File: config.mk
export PLATFORM = sky130hd
export DESIGN_NAME = eflha_ctrl
export DESIGN_NICKNAME = d
export VERILOG_FILES = /design/src/sv/eflha_pkg.sv /design/src/sv/eflha_ctrl.sv
export SDC_FILE = /design/constraint.sdc
export NUM_CORES = 1
export LEC_CHECK = 0
export ABC_AREA = 0
export BUFFER_PORTS_ARGS = -buffer_cell sky130_fd_sc_hd__buf_2
export CORE_MARGIN = 3
export CORE_UTILIZATION = 55
export DETAILED_ROUTE_END_ITERATION = 7
export PLACE_DENSITY_LB_ADDON = 0.15
export SLEW_MARGIN = 0
export SYNTH_ARGS = -nofsm -noshare
export SYNTH_HDL_FRONTEND = slang
export SYNTH_SLANG_ARGS = --single-unit
File: constraint.sdc
create_clock -name clk_i -period 2.6 [get_ports clk_i]
set_clock_uncertainty 0.1 [all_clocks]
set_input_delay 0.13 -clock clk_i [delete_from_list [all_inputs] [get_ports clk_i]]
set_output_delay 0.13 -clock clk_i [all_outputs]
set_load 0.01 [all_outputs]
File: src/sv/eflha_pkg.sv
`timescale 1ns / 1ps

package eflha_pkg;

  localparam int unsigned WORD_W  = 32;
  localparam int unsigned CHUNK_W = 17;
  localparam int unsigned REQ_W   = 16;
  localparam int unsigned ADDR_W  = 16;

  // smallest block that can sit on the free list
  localparam logic [WORD_W-1:0] MIN_BLOCK   = 32'd24;
  localparam logic [WORD_W-1:0] ALIGN_MASK  = 32'hFFFF_FFF8;
  localparam logic [WORD_W-1:0] WORD_MASK   = 32'hFFFF_FFFC;
  localparam logic [WORD_W-1:0] ALLOC_BIT   = 32'd1;
  localparam logic [WORD_W-1:0] PROLOGUE_HF = 32'd9;
  localparam logic [CHUNK_W-1:0] CHUNK_RESET = 17'd4096;

  typedef enum logic [1:0] {
    CMD_INIT  = 2'd0,
    CMD_ALLOC = 2'd1,
    CMD_FREE  = 2'd2
  } cmd_e;

  typedef enum logic [1:0] {
    ST_OK      = 2'd0,
    ST_NOMEM   = 2'd1,
    ST_IGNORED = 2'd2
  } status_e;

  // datapath micro-operations, one per controller step
  typedef enum logic [5:0] {
    OP_NONE, OP_ACCEPT, OP_DISP,
    OP_I0, OP_I1, OP_I2, OP_I3, OP_I4, OP_I5, OP_I6,
    OP_FF_CHK, OP_FF_TST, OP_FF_NEXT, OP_AG, OP_A1,
    OP_G0, OP_G1, OP_G2, OP_G3,
    OP_M0, OP_M1, OP_M2, OP_M3, OP_M4, OP_M5, OP_M6, OP_M7,
    OP_U0, OP_U1, OP_U2, OP_U3,
    OP_P0, OP_P1, OP_P2,
    OP_C0, OP_C1, OP_C2, OP_C3, OP_C4, OP_C5, OP_C6, OP_C7,
    OP_OUT
  } op_e;

  typedef struct packed {
    logic [1:0] cmd;
    logic       req_zero;
    logic       blk_zero;
    logic       brk_low;
    logic       p_zero;
    logic       fits;
    logic       walk_over;
    logic       rd_free;
    logic       grow_ovf;
    logic       ok;
    logic       split;
    logic       out_busy;
  } dp_stat_t;

endpackage

File: src/sv/eflha_ctrl.sv
`timescale 1ns / 1ps

module eflha_ctrl import eflha_pkg::*; (
  input  logic     clk_i,
  input  logic     rst_ni,
  input  logic     in_valid_i,
  output logic     in_ready_o,
  input  dp_stat_t stat_i,
  output op_e      op_o
);

  localparam int unsigned SN = 43;

  typedef enum logic [SN-1:0] {
    S_IDLE = 43'(1) << 0,  S_DISP = 43'(1) << 1,
    S_I0   = 43'(1) << 2,  S_I1   = 43'(1) << 3,  S_I2 = 43'(1) << 4,
    S_I3   = 43'(1) << 5,  S_I4   = 43'(1) << 6,  S_I5 = 43'(1) << 7,
    S_I6   = 43'(1) << 8,
    S_FF1  = 43'(1) << 9,  S_FF2  = 43'(1) << 10, S_FF3 = 43'(1) << 11,
    S_AG   = 43'(1) << 12, S_A1   = 43'(1) << 13,
    S_G0   = 43'(1) << 14, S_G1   = 43'(1) << 15, S_G2 = 43'(1) << 16,
    S_G3   = 43'(1) << 17,
    S_M0   = 43'(1) << 18, S_M1   = 43'(1) << 19, S_M2 = 43'(1) << 20,
    S_M3   = 43'(1) << 21, S_M4   = 43'(1) << 22, S_M5 = 43'(1) << 23,
    S_M6   = 43'(1) << 24, S_M7   = 43'(1) << 25, S_M8 = 43'(1) << 26,
    S_U0   = 43'(1) << 27, S_U1   = 43'(1) << 28, S_U2 = 43'(1) << 29,
    S_U3   = 43'(1) << 30,
    S_P0   = 43'(1) << 31, S_P1   = 43'(1) << 32, S_P2 = 43'(1) << 33,
    S_C0   = 43'(1) << 34, S_C1   = 43'(1) << 35, S_C2 = 43'(1) << 36,
    S_C3   = 43'(1) << 37, S_C4   = 43'(1) << 38, S_C5 = 43'(1) << 39,
    S_C6   = 43'(1) << 40, S_C7   = 43'(1) << 41,
    S_DONE = 43'(1) << 42
  } state_e;

  state_e state_q, state_d;
  // return points for the unlink/push, merge and grow sequences
  state_e leaf_ret_q, leaf_ret_d;
  state_e merge_ret_q, merge_ret_d;
  state_e grow_ret_q, grow_ret_d;

  assign in_ready_o = (state_q == S_IDLE);

  // map each step onto its datapath operation
  always_comb begin
    case (state_q)
      S_IDLE: op_o = in_valid_i ? OP_ACCEPT : OP_NONE;
      S_DISP: op_o = OP_DISP;
      S_I0:   op_o = OP_I0;
      S_I1:   op_o = OP_I1;
      S_I2:   op_o = OP_I2;
      S_I3:   op_o = OP_I3;
      S_I4:   op_o = OP_I4;
      S_I5:   op_o = OP_I5;
      S_I6:   op_o = OP_I6;
      S_FF1:  op_o = OP_FF_CHK;
      S_FF2:  op_o = OP_FF_TST;
      S_FF3:  op_o = OP_FF_NEXT;
      S_AG:   op_o = OP_AG;
      S_A1:   op_o = OP_A1;
      S_G0:   op_o = OP_G0;
      S_G1:   op_o = OP_G1;
      S_G2:   op_o = OP_G2;
      S_G3:   op_o = OP_G3;
      S_M0:   op_o = OP_M0;
      S_M1:   op_o = OP_M1;
      S_M2:   op_o = OP_M2;
      S_M3:   op_o = OP_M3;
      S_M4:   op_o = OP_M4;
      S_M5:   op_o = OP_M5;
      S_M6:   op_o = OP_M6;
      S_M7:   op_o = OP_M7;
      S_U0:   op_o = OP_U0;
      S_U1:   op_o = OP_U1;
      S_U2:   op_o = OP_U2;
      S_U3:   op_o = OP_U3;
      S_P0:   op_o = OP_P0;
      S_P1:   op_o = OP_P1;
      S_P2:   op_o = OP_P2;
      S_C0:   op_o = OP_C0;
      S_C1:   op_o = OP_C1;
      S_C2:   op_o = OP_C2;
      S_C3:   op_o = OP_C3;
      S_C4:   op_o = OP_C4;
      S_C5:   op_o = OP_C5;
      S_C6:   op_o = OP_C6;
      S_C7:   op_o = OP_C7;
      S_DONE: op_o = OP_OUT;
      default: op_o = OP_NONE;
    endcase
  end

  // sequence the command
  always_comb begin
    state_d     = state_q;
    leaf_ret_d  = leaf_ret_q;
    merge_ret_d = merge_ret_q;
    grow_ret_d  = grow_ret_q;
    case (state_q)
      S_IDLE: if (in_valid_i) state_d = S_DISP;
      S_DISP: begin
        case (stat_i.cmd)
          CMD_INIT: state_d = S_I0;
          CMD_ALLOC: begin
            state_d = (stat_i.req_zero || stat_i.brk_low) ? S_DONE : S_FF1;
          end
          CMD_FREE: begin
            if (stat_i.blk_zero || stat_i.brk_low) begin
              state_d = S_DONE;
            end else begin
              merge_ret_d = S_DONE;
              state_d     = S_M0;
            end
          end
          default: state_d = S_DONE;
        endcase
      end
      S_I0: state_d = S_I1;
      S_I1: state_d = S_I2;
      S_I2: state_d = S_I3;
      S_I3: state_d = S_I4;
      S_I4: state_d = S_I5;
      S_I5: begin
        grow_ret_d = S_I6;
        state_d    = S_G0;
      end
      S_I6: state_d = S_DONE;
      // first-fit walk
      S_FF1: state_d = stat_i.p_zero ? S_AG : S_FF2;
      S_FF2: begin
        if (stat_i.fits) state_d = S_C0;
        else if (stat_i.walk_over) state_d = S_AG;
        else state_d = S_FF3;
      end
      S_FF3: state_d = S_FF1;
      S_AG: begin
        grow_ret_d = S_A1;
        state_d    = S_G0;
      end
      S_A1: state_d = stat_i.ok ? S_C0 : S_DONE;
      // grow the break
      S_G0: state_d = stat_i.grow_ovf ? grow_ret_q : S_G1;
      S_G1: state_d = S_G2;
      S_G2: begin
        merge_ret_d = S_G3;
        state_d     = S_M0;
      end
      S_G3: state_d = grow_ret_q;
      // coalesce and push
      S_M0: state_d = S_M1;
      S_M1: state_d = S_M2;
      S_M2: state_d = S_M3;
      S_M3: begin
        if (stat_i.rd_free) begin
          leaf_ret_d = S_M4;
          state_d    = S_U0;
        end else begin
          state_d = S_M4;
        end
      end
      S_M4: state_d = S_M5;
      S_M5: begin
        if (stat_i.rd_free) begin
          leaf_ret_d = S_M6;
          state_d    = S_U0;
        end else begin
          state_d = S_M6;
        end
      end
      S_M6: state_d = S_M7;
      S_M7: begin
        leaf_ret_d = S_M8;
        state_d    = S_P0;
      end
      S_M8: state_d = merge_ret_q;
      S_U0: state_d = S_U1;
      S_U1: state_d = S_U2;
      S_U2: state_d = S_U3;
      S_U3: state_d = leaf_ret_q;
      S_P0: state_d = S_P1;
      S_P1: state_d = S_P2;
      S_P2: state_d = leaf_ret_q;
      // take the chosen block, split off the remainder
      S_C0: state_d = S_C1;
      S_C1: begin
        leaf_ret_d = S_C2;
        state_d    = S_U0;
      end
      S_C2: state_d = stat_i.split ? S_C3 : S_C6;
      S_C3: state_d = S_C4;
      S_C4: state_d = S_C5;
      S_C5: begin
        leaf_ret_d = S_C7;
        state_d    = S_P0;
      end
      S_C6: state_d = S_C7;
      S_C7: state_d = S_DONE;
      S_DONE: if (!stat_i.out_busy) state_d = S_IDLE;
      default: state_d = S_IDLE;
    endcase
  end

  always_ff @(posedge clk_i or negedge rst_ni) begin
    if (!rst_ni) begin
      state_q     <= S_IDLE;
      leaf_ret_q  <= S_IDLE;
      merge_ret_q <= S_IDLE;
      grow_ret_q  <= S_IDLE;
    end else begin
      state_q     <= state_d;
      leaf_ret_q  <= leaf_ret_d;
      merge_ret_q <= merge_ret_d;
      grow_ret_q  <= grow_ret_d;
    end
  end

endmodule

# Yosys cells after proc, flatten, opt, wreduce, memory -nomap -nowiden
# Index checks and enable logic that the tools add are counted.
dict set report word_totals {
  register_bits 172
}
dict set report classes {
  eq_ne 51
  mux 23
  reduce_logical 13
}
# cell count
set op_table {}
lappend op_table {{$pmux W43 S39} 1}
lappend op_table {{$mux W43} 10}
lappend op_table {{$pmux W6 S42} 1}
lappend op_table {{$pmux W43 S5} 1}
lappend op_table {{$pmux W43 S2} 2}
lappend op_table {{$pmux W43 S3} 1}
lappend op_table {{$mux W28} 2}
lappend op_table {{$eq A43 B1 Y1 const B} 1}
lappend op_table {{$eq A43 B10 Y1 const B} 1}
lappend op_table {{$eq A43 B11 Y1 const B} 1}
lappend op_table {{$eq A43 B12 Y1 const B} 1}
lappend op_table {{$eq A43 B13 Y1 const B} 1}
lappend op_table {{$eq A43 B14 Y1 const B} 1}
lappend op_table {{$eq A43 B15 Y1 const B} 1}
lappend op_table {{$eq A43 B16 Y1 const B} 1}
lappend op_table {{$eq A43 B17 Y1 const B} 1}
lappend op_table {{$eq A43 B18 Y1 const B} 1}
lappend op_table {{$eq A43 B19 Y1 const B} 1}
lappend op_table {{$eq A43 B2 Y1 const B} 1}
lappend op_table {{$eq A43 B20 Y1 const B} 1}
lappend op_table {{$eq A43 B21 Y1 const B} 1}
lappend op_table {{$eq A43 B22 Y1 const B} 1}
lappend op_table {{$eq A43 B23 Y1 const B} 1}
lappend op_table {{$eq A43 B24 Y1 const B} 1}
lappend op_table {{other kinds (40)} 52}

# Logic depth before layout (Yosys ltp)
dict set report depth {
  word_depth 4
  depth_mapped 9
  depth_no_buf 6
}

# Worst setup path after synthesis
# No wires, ideal clock.
dict set report synth_timing {
  kind {register to output}
  from {register state_q[16]}
  to {output port op_o[0]}
  arrival_ps 2309
  t_required_ps 2370
  setup_slack_ps 61
  stages_incl_launch_ff 9
  path_buffers 2
  cell_sequence {dfrtp_1 -> buf_6 -> nor4_4 -> nand4_2 -> buf_2 -> nor4_1 -> and2_1 -> a311o_1 -> or4_1}
}
dict set report synth_between {
  elab_chain_cells 2
}
# item line_no
set synth_lines {}
lappend synth_lines {{from (decl)} eflha_ctrl.sv:35} ;# state_e state_q, state_d;
lappend synth_lines {{from (signal assigned)} eflha_ctrl.sv:209} ;# state_q <= state_d;
lappend synth_lines {{$eq A43 B1 Y1} --}
lappend synth_lines {{via in_ready_o} eflha_ctrl.sv:7} ;# output logic in_ready_o,
lappend synth_lines {{$pmux W6 S42} eflha_ctrl.sv:45} ;# case (state_q)
lappend synth_lines {{to (decl)} eflha_ctrl.sv:9} ;# output op_e op_o
# The timed path passes the listed nets, and every way through them passes these cells.

# Worst setup path in the final report
dict set report layout_timing {
  from {register state_q[5]}
  to {output port op_o[1]}
}
dict set report layout_between {
  elab_chain_cells 2
}
# item line_no
set layout_lines {}
lappend layout_lines {{$eq A43 B43 Y1 (tied with other cells)} eflha_ctrl.sv:45}
lappend layout_lines {{$pmux W6 S42 *} eflha_ctrl.sv:45}
# Every way passes the cells marked *; elsewhere a longest branch is shown, timed or not.

==> results.py <==
metrics = {
    "sta": {
        "report.final.setup_viol": 6,
        "finalHoldViolations": 0,
        "worst_slack_ps": -279,
        "slew_viol_final": 0,
        "finalCritPeriodShare_pct": 111,
        "fmax_mhz": 347,
        "slew_headroom_pct": 55.1,
        "min_period_ps": 2880,
        "rsz0062_at_grt": "yes",
        "worst_pin_slew_ps": 674,
    },
    "setup_path": {
        "cp_common_cell": "nor4_4",
        "r2r-end": "state_q[0]$_DFFE_PN1P_",
        "cp-start-kind": "flip-flop",
        "crit_start": "state_q[5]$_DFFE_PN0P_",
        "cp_cell_sequence": "nor4_4 -> nand4_2 -> buf_12 -> buf_4 -> nor4_4 -> a31oi_2 -> and4b_1 -> nand4_1 -> buf_2",
        "slowest_stage": "dfrtp_1",
        "crit-reg2reg-launch": "state_q[17]$_DFFE_PN0P_",
        "path_buf_inv": 3,
        "critPathCaptureType": "output port",
        "critPathMaxFanout": 6,
        "worst-endpoint-arrival_ps": 2650,
        "endpoint": "op_o[1]",
        "crit_cells": 9,
        "r2r_cells": 8,
        "reg2reg_setup_slack_ps": 10,
        "critical_path_required_ps": 2370,
        "path_class": "reg2out",
        "crit_family": "simple AND/OR/NAND/NOR gates",
        "cpPeakStageDelay_ps": 430,
    },
    "run": {
        "max_cap_violations": 0,
    },
    "yosys": {
        "synth_cell_type_count": 59,
        "synth.area.top_cells": "dfrtp_1, nand4b_1, nor4_1",
        "ys.flop_type": "dfrtp_1",
        "synth-edff-count": 0,
        "yosysMostFrequentCell": "dfrtp_1",
        "synth_top_area_share_pct": 38.0,
        "async_flop_share_pct": 100,
        "yosysTopAreaCell": "dfrtp_1",
        "synth_common_cells": "dfrtp_1, nor2_1, nor4_1, nand2_1, nand4b_1",
        "synthesis.area_mm2": 0.00336,
        "ys_seq_area_share_pct": 41.1,
        "synthCells": 349,
        "syn_avg_cell_area_um2": 9.63,
        "ys_warn_count": 0,
        "synth_seq_cells": 55,
        "syn_nets": 365,
    },
    "detailed_routing": {
        "first_pass_iters": 7,
        "final_antenna_net_count": 0,
        "viasPerCell": 6.83,
        "drc_errors": 0,
        "wl_per_cell_um": 21.8,
        "wl_mm": 11.6,
        "dr_total_vias": 3627,
        "drt-initial-drc-count": 627,
    },
    "clock_network": {
        "clk_pin_slew_ps": 110,
        "clk_latency_ps": 320,
        "cts_buffers": 5,
        "cts-root-buf": "clkbuf_8",
        "clk_path_buf_depth": 2,
        "clkSinkCount": 55,
        "h-tree-depth": 2,
        "cts_tree": "done",
    },
    "floorplan": {
        "die_area_mm2": 0.00708,
        "fp-row-count": 27,
        "die_h_um": 84.2,
        "pin_count": 23,
        "start_util_pct": 58.8,
        "die_w_um": 84.2,
        "core_area_mm2": 0.00571,
    },
    "grt": {
        "grt_max_degree": 29,
        "grt_use_total_pct": 31.6,
        "grt_pass1_vias": 3518,
        "grt_overflow": 0,
        "antenna_found_initial": 0,
        "grt_pass1_wl_mm": 17.9,
    },
    "placed_design": {
        "io_buffers": 22,
        "post-place-ws_ps": -55.3,
        "place_area_mm2": 0.00403,
        "gp_congestion": 0.940,
        "place_hpwl_mm": 7.53,
    },
    "pwr": {
        "p_per_area_mw_per_mm2": 552,
        "p_leak_uw": 0.00220,
        "power_uw": 2600,
        "peakVddDrop_uv": 358,
    },
    "run_status": {
        "outcome": "finished with violations",
        "violations": "setup timing",
    },
    "layout": {
        "nets": 474,
        "stdcell_area_mm2": 0.00471,
        "diodes": 0,
        "synthToLayoutAreaGrowth_pct": 40.3,
        "drive_above_1_share_pct": 40.1,
    },
    "worst_hold_path": {
        "hold_depth": 2,
        "min_path_type": "in2reg",
    },
}
-- kinds of logic (layout without fill, tap and decap cells) --
kind of cell | Yosys count | after routing | share of synthesized area [%]
AOI/OAI and AO/OA | 49 | 49 | 10.8
muxes | 1 | 1 | 0.335
buffers and inverters | 29 | 139 | 4.10
xor gates and xnor gates | 11 | 11 | 2.87
DFF | 55 | 55 | 41.1
and+or+nand+nor | 204 | 204 | 40.7
-- what timing repair did --
item,4_1_cts,5_1_grt
setup buffers,12,2
hold endpoints to repair,34,1
cloned,1,0
pin swaps,18,4
resized for setup,47,20
hold buffers,10,1
setup endpoints to repair,7,10
-- through the flow --
stage	utilization (%)	cells	setup TNS (ps)	hold slack, ps
6_report	82.6	531	-1060	33.4
3_5_place_dp	70.5	498	-118	98.5
5_1_grt	82.6	531	-1600	26.4
3_3_place_gp	70.5	498	0	98.2
2_1_floorplan	-	349	0	-266
4_1_cts	80.3	529	-529	4.11
-- layer usage --
| metal | up-vias | track usage, % | share of wire [%] |
|---|---|---|---|
| met5 | - | 0 | 0 |
| met4 | 0 | 12.0 | 6.0 |
| met3 | 77 | 6.48 | 10 |
| met2 | 271 | 49.4 | 44 |
| met1 | 1720 | 43.5 | 40 |
| li1 | 1559 | - | - |
-- state kept, by name, indices dropped and copies added, names as in the netlist --
register	cells
state_q	43
leaf_ret_q	6
grow_ret_q	3
merge_ret_q	3
-- layout by cell type, fill, tap and decap left out, types with 6 or more instances in the layout --
master and instances:
nor4_1 11, xor2_1 8, buf_4 78, nand3_1 9, nor3b_1 6, nand2_1 24
a22o_1 7, and2_1 9, nand4_1 7, buf_2 21, nor4_2 12, o21ai_0 8
nor4_4 18, nor2_1 28, dfrtp_1 46, nor3_1 11, nand2b_1 6, dlygate4sd3_1 10
nand4b_1 20, inv_1 14
-- how the worst min path moves through the flow --
| stage | start | end |
|---|---|---|
| 2_1_floorplan | rst_ni | grow_ret_q[13]$_DFFE_PN0P_ |
| 3_5_place_dp | rst_ni | state_q[22]$_DFFE_PN0P_ |
| 6_report | in_valid_i | state_q[1]$_DFFE_PN0P_ |
| 5_1_grt | in_valid_i | state_q[1]$_DFFE_PN0P_ |
| 4_1_cts | in_valid_i | state_q[1]$_DFFE_PN0P_ |
| 3_3_place_gp | rst_ni | state_q[22]$_DFFE_PN0P_ |
-- worst register-to-register path, cell delays in order (launching register included) --
cell and delay (ps):
dfrtp_1 420, nor4_4 400, nand4_2 180, buf_6 170
buf_12 150, or4_1 590, and2_1 240, nand4b_1 110
o311ai_1 110
-- layout make-up --
class                      instances  area, um^2
clock buffer                       6        72.6
clock inverter                     2        12.5
fill                             314         996
inverter                          14        52.6
multi-input combinational        265        2170
sequential                        55        1390
tap                               72        90.1
timing repair buffer             117         923
-- report_power, final --
group	leakage (uW)	internal (uW)	switching, uW
logic	0.00142	572	620
clock network	0.0000412	189	294
registers	0.000733	890	34.3
Power figures use the tool's default switching activity.
